==> src/sv/rsn_pkg.sv <==
// Shared types and constants for the range surface normal stream.
// Holds register indexes, reset values and the fixed field widths.
// No dependencies; every other file imports this package.
package rsn_pkg;

    // Width of the configuration index and data fields.
    localparam int CFG_IDX_W = 2;
    localparam int CFG_W     = 11;

    // Configuration register indexes.
    typedef enum logic [CFG_IDX_W-1:0] {
        CFG_FG_THRESHOLD = 2'd0,
        CFG_IMAGE_WIDTH  = 2'd1
    } t_cfg_idx;

    // Register reset values.
    localparam logic [7:0]       FG_THRESHOLD_RST = 8'd125;
    localparam logic [CFG_W-1:0] IMAGE_WIDTH_RST  = 11'd128;

    // Row counter width and its saturation value.
    localparam int              ROW_W   = 10;
    localparam logic [ROW_W-1:0] ROW_MAX = 10'd1023;

    // Width of each normal component.
    localparam int OUT_W = 36;

endpackage

==> src/sv/rsn_front.sv <==
// Front stage: configuration registers, raster row/column counters,
// line buffer addressing and the left-neighbor history. Uses rsn_pkg.
module rsn_front
    import rsn_pkg::*;
#(
    parameter int MAX_WIDTH     = 1024,
    parameter int NEIGHBOR_DIST = 3,
    parameter int COORD_BITS    = 16,
    localparam int AW = $clog2(NEIGHBOR_DIST * MAX_WIDTH),
    localparam int PW = 3 * COORD_BITS
) (
    input  logic                         i_clk,
    input  logic                         i_rst_n,
    // Configuration writes.
    input  logic                         i_cfg_we,
    input  logic [CFG_IDX_W-1:0]         i_cfg_index,
    input  logic [CFG_W-1:0]             i_cfg_data,
    // Incoming pixel transaction.
    input  logic                         i_valid,
    output logic                         o_ready,
    input  logic                         i_frame_start,
    input  logic [7:0]                   i_range_value,
    input  logic signed [COORD_BITS-1:0] i_point_x,
    input  logic signed [COORD_BITS-1:0] i_point_y,
    input  logic signed [COORD_BITS-1:0] i_point_z,
    // Toward the line buffer stage.
    output logic                         o_valid,
    input  logic                         i_ready,
    output logic [AW-1:0]                o_addr,
    output logic [PW-1:0]                o_p0,
    output logic [PW-1:0]                o_left,
    output logic                         o_calc
);

    localparam int CW    = $clog2(MAX_WIDTH);
    localparam int WW    = $clog2(MAX_WIDTH + 1);
    localparam int CMP_W = (WW > CFG_W) ? WW : CFG_W;
    localparam int SW    = (NEIGHBOR_DIST > 1) ? $clog2(NEIGHBOR_DIST) : 1;

    logic [7:0]       r_fg_thr;
    logic [CFG_W-1:0] r_width;
    logic [CW-1:0]    r_col;
    logic [ROW_W-1:0] r_row;
    logic [SW-1:0]    r_slot;
    logic [PW-1:0]    r_hist [NEIGHBOR_DIST];

    logic             r_valid;
    logic [AW-1:0]    r_addr;
    logic [PW-1:0]    r_p0;
    logic [PW-1:0]    r_left;
    logic             r_calc;

    logic [CMP_W-1:0] w_eff;
    logic [CW-1:0]    col_a, col_b, n_col;
    logic [ROW_W-1:0] row_a, row_b, n_row;
    logic [SW-1:0]    slot_a, slot_b, n_slot;
    logic [CMP_W-1:0] col_c;
    logic             accept;
    logic             border_ok;
    logic [PW-1:0]    p0;

    function automatic logic [ROW_W-1:0] row_inc(input logic [ROW_W-1:0] r);
        return (r == ROW_MAX) ? r : r + 1'b1;
    endfunction

    function automatic logic [SW-1:0] slot_inc(input logic [SW-1:0] s);
        return (s == SW'(NEIGHBOR_DIST - 1)) ? '0 : s + 1'b1;
    endfunction

    assign accept  = i_valid && o_ready;
    assign o_ready = !r_valid || i_ready;
    assign p0      = {i_point_z, i_point_y, i_point_x};

    // Configuration register writes.
    always_ff @(posedge i_clk) begin
        if (!i_rst_n) begin
            r_fg_thr <= FG_THRESHOLD_RST;
            r_width  <= IMAGE_WIDTH_RST;
        end else if (i_cfg_we) begin
            unique case (t_cfg_idx'(i_cfg_index))
                CFG_FG_THRESHOLD: r_fg_thr <= i_cfg_data[7:0];
                CFG_IMAGE_WIDTH:  r_width  <= i_cfg_data;
                default: ;
            endcase
        end
    end

    // Effective row width: clamp to the buffer size, and treat zero as one.
    always_comb begin
        w_eff = CMP_W'(r_width);
        if (CMP_W'(r_width) > CMP_W'(MAX_WIDTH)) begin
            w_eff = CMP_W'(MAX_WIDTH);
        end else if (r_width == '0) begin
            w_eff = CMP_W'(1);
        end
    end

    // Position of this pixel and the counter values after it.
    always_comb begin
        col_a  = i_frame_start ? '0 : r_col;
        row_a  = i_frame_start ? '0 : r_row;
        slot_a = i_frame_start ? '0 : r_slot;

        // A width lowered mid-row starts a new row before the pixel.
        if (CMP_W'(col_a) >= w_eff) begin
            col_b  = '0;
            row_b  = row_inc(row_a);
            slot_b = slot_inc(slot_a);
        end else begin
            col_b  = col_a;
            row_b  = row_a;
            slot_b = slot_a;
        end

        col_c = CMP_W'(col_b) + 1'b1;
        if (col_c >= w_eff) begin
            n_col  = '0;
            n_row  = row_inc(row_b);
            n_slot = slot_inc(slot_b);
        end else begin
            n_col  = col_c[CW-1:0];
            n_row  = row_b;
            n_slot = slot_b;
        end

        border_ok = (row_b >= ROW_W'(NEIGHBOR_DIST)) &&
                    (CMP_W'(col_b) >= CMP_W'(NEIGHBOR_DIST));
    end

    // Raster counters advance once per accepted transaction.
    always_ff @(posedge i_clk) begin
        if (!i_rst_n) begin
            r_col  <= '0;
            r_row  <= '0;
            r_slot <= '0;
        end else if (accept) begin
            r_col  <= n_col;
            r_row  <= n_row;
            r_slot <= n_slot;
        end
    end

    // The last few points of the stream; the oldest is the left neighbor
    // whenever the border test passes.
    always_ff @(posedge i_clk) begin
        if (accept) begin
            r_hist[0] <= p0;
            for (int k = 1; k < NEIGHBOR_DIST; k++) begin
                r_hist[k] <= r_hist[k-1];
            end
        end
    end

    // Stage valid bit.
    always_ff @(posedge i_clk) begin
        if (!i_rst_n) begin
            r_valid <= 1'b0;
        end else if (accept) begin
            r_valid <= 1'b1;
        end else if (i_ready) begin
            r_valid <= 1'b0;
        end
    end

    // Stage payload.
    always_ff @(posedge i_clk) begin
        if (accept) begin
            r_addr <= AW'(slot_b) * AW'(MAX_WIDTH) + AW'(col_b);
            r_p0   <= p0;
            r_left <= r_hist[NEIGHBOR_DIST-1];
            r_calc <= (i_range_value <= r_fg_thr) && border_ok;
        end
    end

    assign o_valid = r_valid;
    assign o_addr  = r_addr;
    assign o_p0    = r_p0;
    assign o_left  = r_left;
    assign o_calc  = r_calc;

endmodule

==> config.mk <==
export PLATFORM = sky130hd
export DESIGN_NAME = rsn_front
export DESIGN_NICKNAME = d
export VERILOG_FILES = /design/src/sv/rsn_pkg.sv /design/src/sv/rsn_front.sv
export SDC_FILE = /design/constraint.sdc
export NUM_CORES = 1
export LEC_CHECK = 0
export BUFFER_PORTS_ARGS = -buffer_cell sky130_fd_sc_hd__buf_4
export CELL_PAD_IN_SITES_DETAIL_PLACEMENT = 1
export CELL_PAD_IN_SITES_GLOBAL_PLACEMENT = 1
export CORE_ASPECT_RATIO = 0.8
export CORE_UTILIZATION = 45
export DETAILED_ROUTE_END_ITERATION = 8
export GPL_ROUTABILITY_DRIVEN = 0
export GPL_TIMING_DRIVEN = 0
export HOLD_SLACK_MARGIN = 0.06
export PLACE_DENSITY = 0.81
export SYNTH_ARGS = -nofsm -noshare
export SYNTH_HDL_FRONTEND = slang
export SYNTH_SLANG_ARGS = --single-unit
export TNS_END_PERCENT = 30
==> constraint.sdc <==
create_clock -name i_clk -period 8.7 [get_ports i_clk]
set_clock_uncertainty 0.2 [all_clocks]
set_input_delay 0.435 -clock i_clk [delete_from_list [all_inputs] [get_ports i_clk]]
set_output_delay 0.435 -clock i_clk [all_outputs]
set_load 0.02 [all_outputs]
==> results of run 1 <==
==> worst paths after layout <==
path	from	end	slack, ns
hold reg to reg	r_hist[2][21]	o_left[21]	0.22
setup / recovery	i_frame_start	r_row[6]	1.91
hold / removal	i_ready	o_valid	0.06
setup reg to reg	r_width[10]	r_row[6]	2.30
==> cell families after synthesis <==
family                   count (synthesis)  synth area share
AO/OA/AOI/OAI                           86            0.0652
flip-flops                             247             0.733
adder cells (fa/ha/maj)                 31            0.0406
buffers and inverters                   36            0.0147
multiplexers                            18            0.0194
AND/OR/NAND/NOR                        211             0.111
XOR/XNOR                                17            0.0164
==> final cells by class <==
type | instances | area [sq um] | share of cell area
buffer | 19 | 80.1 | 0.00623
clock buffer | 31 | 678 | 0.0527
clock inverter | 15 | 201 | 0.0157
inverter | 17 | 63.8 | 0.00496
multi-input combinational | 363 | 2410 | 0.188
sequential | 247 | 7000 | 0.544
tap | 269 | 337 | 0.0262
timing repair buffer | 250 | 2090 | 0.163
==> placed cells by master, fill, tap and decap left out, types with 10 or more instances in the layout <==
cell and n:
clkbuf_1 16, nor2b_1 16, dfxtp_1 42, nand2b_1 12
and2_1 10, dlygate4sd3_1 62, mux2i_1 16, ha_1 31
xor2_1 10, nor2_1 48, nand4_1 11, buf_4 185
nand3_1 22, nand2_1 56, inv_1 16, edfxtp_1 205
clkbuf_16 25, a21oi_1 21
==> sequential cells by signal, indices dropped and copies added, names as in the netlist <==
register / count
r_hist: 144
o_calc: 1
o_addr: 12
o_valid: 1
r_row: 10
r_width: 11
r_col: 10
r_slot: 2
r_fg_thr: 8
o_left: 48
==> through the flow <==
step	setup slack (ns)	hold slack (ns)	cell area (sq um)
after floorplan	0.963	0.200	9550
after detailed placement	1.61	0.205	11400
after global routing	1.49	0.0849	12900
after global placement	-1.68	0.201	11300
after CTS	2.13	0.0612	12900
final	1.91	0.0626	12900
==> power by group <==
part           internal [W]  switching (W)
sequential          0.00136      0.0000311
combinational      0.000103       0.000141
clock              0.000701       0.000461
==> critical path: stages <==
cell and delay, ns:
buf_4 0.09, buf_2 0.20, clkbuf_1 0.50, clkbuf_1 0.48, nand2b_1 0.18, ha_1 0.22, nand2b_1 0.14, a211o_1 0.33
a211oi_4 0.50, o21ai_0 0.18, buf_2 0.25, nor2_1 0.24, buf_2 0.29, nand2_1 0.16, nor3_1 0.27, xor2_1 0.29
ha_1 0.22, a21oi_1 0.09, nand2_1 0.12, nor2_1 0.05, a21oi_1 0.19, o31a_1 0.25, clkbuf_1 0.52, nand2_1 0.18
nor3_1 0.25, nand3_1 0.12, o211ai_1 0.10, a21oi_1 0.08
==> layer usage <==
layer / wire length (microns) / vias to the layer above
met1: 10800 / 3147
met4: 775 / 0
met3: 1410 / 41
met2: 13600 / 208
met5: 0 / -
li1: - / 2995
==> impl_metrics.json, run 1 <==
{
  "status": "finished, final reports clean",
  "cts_root_buf": "clkbuf_16",
  "cts.clk_slew.worst_paths_ns": 0.07,
  "finalSetupViolCount": 0,
  "arrival_ns": 6.94,
  "track_usage": 0.242,
  "met2_usage": 0.430,
  "rows": 47,
  "die_h_microns": 132,
  "syn_nets": 752,
  "period_share": 0.780,
  "finalHoldViolations": 0,
  "tritoncts.num_buffers": 25,
  "synth_top_area_frac": 0.644,
  "slew_headroom": 0.237,
  "cap_violations": 0,
  "clk_latency_ns": 0.52,
  "synthFlopType": "edfxtp_1",
  "max_freq_mhz": 147,
  "wl_per_cell_microns": 21.9,
  "utilization": 0.620,
  "vias": 6391,
  "critical_path_required_ns": 8.86,
  "worst_setup_path_start_kind": "input pin",
  "hold_buffers": 62,
  "fillers": 1969,
  "setup_tns_ns": 0,
  "die_w_microns": 165,
  "tightest_slew_ns": 1.14,
  "drt-total-wl_mm": 26.6,
  "antenna_cells": 0,
  "postRouteAntennaNets": 0,
  "hp-class": "in2reg",
  "report.final.slew_viol_count": 0,
  "hpwl_mm": 16.6,
  "synth_edf_count": 205,
  "core_sq_um": 20800,
  "grt.met3_usage": 0.0340,
  "yosys.area.top_type": "edfxtp_1",
  "syn_area_sq_um": 9550,
  "peakVddDrop_v": 0.000232,
  "grt.busiest_layer": "met2",
  "cts.path.max_buffers": 3,
  "via_per_inst": 5.28,
  "rsz0062_at_grt": "false",
  "initial_core_util": 0.460,
  "synth-seq-area-share": 0.733,
  "drive_gt1_frac": 0.259,
  "synthTopCellsByCount": "edfxtp_1 (205), nand2_1 (56), nor2_1 (48), dfxtp_1 (42), ha_1 (31)",
  "cts_post_setup_buffers_inserted": 0,
  "numClockSinks": 247,
  "ios": 186,
  "firstDrtPassIters": 4,
  "ys_types": 62,
  "area_delta_synth_final_pct": 34.7,
  "cp_max_fo": 10,
  "synth_warnings": 0,
  "critPathCaptureType": "register",
  "min_period_ns": 6.79,
  "grt_max_degree": 68,
  "drtIter0Drc": 540,
  "power.density_nw_per_um2": 217,
  "grt_antenna_before_repair": 0,
  "dp_cells": 1103,
  "p_leak_nw": 5.05,
  "ys_top_cells_by_area": "edfxtp_1 (64%), dfxtp_1 (8.8%), ha_1 (4.1%), nand2_1 (2.2%), nor2_1 (1.9%)",
  "ctsResizeCount": 0,
  "synthArstFlopShare": 0,
  "cts_max_level": 1,
  "critPathKind": "in2reg",
  "reg2reg_depth": 26,
  "nets": 1029,
  "grt_pass1_vias": 6767,
  "synthCells": 646,
  "hold_depth": 3,
  "io_buffers": 185,
  "drc_errors": 0,
  "dieArea_sq_um": 21800,
  "synth_most_common_cell": "edfxtp_1",
  "use_met1": 0.305,
  "syn_avg_cell_area_sq_um": 14.8,
  "cts_tree": "built",
  "synth-seq-cells": 247,
  "grt_pass1_wl_mm": 39.7,
  "layout.cells.non_filler": 1211,
  "grt_overflow": 0,
  "p_total_w": 0.00279
}
(Power assumes the default switching activity.)
==> run 2: changes to the inputs <==
Settings changed: ABC_AREA set to 1, CORE_UTILIZATION 45 to 44.
Clock period 8.7 ns to 6.4 ns, I/O delays scaled along.
==> impl_metrics.json, run 2 <==
{
  "status": "finished, final reports clean",
  "drc_errors": 0,
  "clk_latency_ns": 0.53,
  "p_total_w": 0.00372,
  "min_period_ns": 5.67,
  "crit_path_top_delay_cell": "ha_1",
  "finalSetupViolCount": 0,
  "grt_pass1_vias": 7276,
  "yosys.area.top_type": "edfxtp_1",
  "synth_top_family_by_area": "simple AND/OR/NAND/NOR gates",
  "p_leak_nw": 5.40,
  "synth-seq-area-share": 0.712,
  "numClockSinks": 247,
  "core_sq_um": 21700,
  "vias": 6796,
  "multi_input_area_sq_um": 2430,
  "synth_top_area_frac": 0.627,
  "crit_family": "simple AND/OR/NAND/NOR gates",
  "fillers": 2247,
  "grt_antenna_before_repair": 1,
  "firstDrtPassIters": 5,
  "syn_avg_cell_area_sq_um": 12.4,
  "drtIter0Drc": 420,
  "io_buffers": 185,
  "final_common_cell": "edfxtp_1",
  "synth-xor-area-share": 0.00446,
  "grt_overflow": 0,
  "antenna_cells": 0,
  "ys_top_cells_by_area": "edfxtp_1 (63%), dfxtp_1 (8.6%), nand2_1 (6.3%), ha_1 (3.9%), nor2_1 (2.9%)",
  "synth_mux_area_frac": 0,
  "period_share": 0.886,
  "grt_max_degree": 86,
  "die_h_microns": 136,
  "syn_area_sq_um": 9820,
  "ios": 186,
  "report.final.slew_viol_count": 0,
  "synth_compound_area_frac": 0.0442,
  "finalHoldViolations": 0,
  "cts_tree": "built",
  "synthAdderAreaFrac": 0.0395,
  "crit_buf_inv": 7,
  "crit_top_cell": "nand2_1",
  "drive_gt1_frac": 0.262,
  "wl_per_cell_microns": 19.2,
  "synthArstFlopShare": 0,
  "cts.clk_slew.worst_paths_ns": 0.06,
  "synth-seq-cells": 247,
  "synthFlopType": "edfxtp_1",
  "synth_edf_count": 205,
  "postRouteAntennaNets": 0,
  "synth_most_common_cell": "edfxtp_1",
  "synthCells": 792,
  "track_usage": 0.236,
  "hpwl_mm": 16.8,
  "cts.path.max_buffers": 3,
  "max_freq_mhz": 176,
  "area_delta_synth_final_pct": 33.2,
  "hp-class": "in2reg",
  "synth_warnings": 0,
  "largest-register": "r_hist",
  "seq_area_sq_um": 7000,
  "peakVddDrop_v": 0.000175,
  "cts_root_buf": "clkbuf_16",
  "synthSimpleGateAreaFrac": 0.159,
  "layout.cells.most_common_list": "edfxtp_1 (205), buf_4 (186), nand2_1 (166), nor2_1 (77)",
  "via_per_inst": 4.90,
  "cts_max_level": 1,
  "critical_path_required_ns": 6.64,
  "synthTopCellsByCount": "edfxtp_1 (205), nand2_1 (166), nor2_1 (77), inv_1 (67), dfxtp_1 (42)",
  "tritoncts.num_buffers": 24,
  "slew_headroom": 0.544,
  "nets": 1178,
  "rsz0062_at_grt": "false",
  "max_stage_delay_ns": 0.35,
  "syn_nets": 898,
  "critPathKind": "reg2reg",
  "setup_tns_ns": 0,
  "dieArea_sq_um": 22900,
  "grt_pass1_wl_mm": 41.0,
  "rows": 48,
  "cap_violations": 0,
  "cp_max_fo": 10,
  "die_w_microns": 169,
  "tightest_slew_ns": 0.677,
  "worst_setup_path_start_kind": "register",
  "power.density_nw_per_um2": 284,
  "ys_types": 43,
  "arrival_ns": 5.91,
  "initial_core_util": 0.452,
  "drt-total-wl_mm": 26.7,
  "largest_reg_flops": 144,
  "critPathCaptureType": "register"
}
==> run 2: final timing paths <==
path                            slack [ns]          start            end  cells past startpoint
worst max register to register        0.73     r_width[0]       r_col[7]                     32
worst max-delay path                  0.73     r_width[0]       r_col[7]                     32
worst min-delay path                  0.15        i_valid      r_slot[1]                      5
worst min register to register        0.22  r_hist[1][29]  r_hist[2][29]                      0
==> run 2: metal layers <==
| layer | wire length [microns] | global-route usage | vias to the layer above |
|---|---|---|---|
| li1 | - | - | 3285 |
| met1 | 11000 | 0.291 | 3265 |
| met2 | 13400 | 0.425 | 209 |
| met3 | 1820 | 0.0523 | 35 |
| met4 | 397 | 0.0490 | 2 |
| met5 | 13 | 0 | - |
==> run 2: final cells by class <==
type                    count  share of cell area
flip-flops and latches    247               0.535
multi-input cells         449               0.185
repair buffers            254               0.162
clock buffers              32              0.0518
well taps                 300              0.0287
inverters                  80              0.0230
plain buffers              16             0.00813
clock inverters            10             0.00641
==> run 2: through the flow <==
stage / hold slack [ns] / cell area, sq um / std cells / utilization / setup slack, ns
2_1_floorplan: 0.200 / 9820 / 792 / - / 1.83
3_3_place_gp: 0.200 / 11600 / 1277 / 0.533 / 0.685
3_5_place_dp: 0.205 / 11600 / 1279 / 0.536 / 0.843
4_1_cts: 0.129 / 13100 / 1388 / 0.602 / 0.788
5_1_grt: 0.168 / 13100 / 1388 / 0.602 / 0.201
6_report: 0.149 / 13100 / 1388 / 0.602 / 0.729
==> run 2: cell families after synthesis <==
| kind of cell | after synthesis |
|---|---|
| and+or+nand+nor | 340 |
| buffers and inverters | 96 |
| AOI/OAI and AO/OA | 73 |
| DFF | 247 |
| adders and majority gates | 31 |
| xor gates and xnor gates | 5 |
==> run 2: where the power goes <==
part | total, W | internal [W] | switching (W) | leakage, nW
combinational | 0.000424 | 0.000168 | 0.000256 | 2.68
clock | 0.00139 | 0.000785 | 0.000606 | 0.385
sequential | 0.00190 | 0.00186 | 0.0000462 | 2.33
total | 0.00372 | 0.00281 | 0.000908 | 5.40
==> run 2: what timing repair did <==
item / CTS / global route
setup buffers: 0 / 0
resized for setup: 0 / 0
hold buffers: 67 / 0
endpoints found under the hold margin: 70 / 0
==> run 2: tightest hold or removal path, stage by stage <==
cell,delay (ns)
buf_4,0.11
nand2_1,0.15
nor2_1,0.09
nand3_1,0.07
a31oi_1,0.07
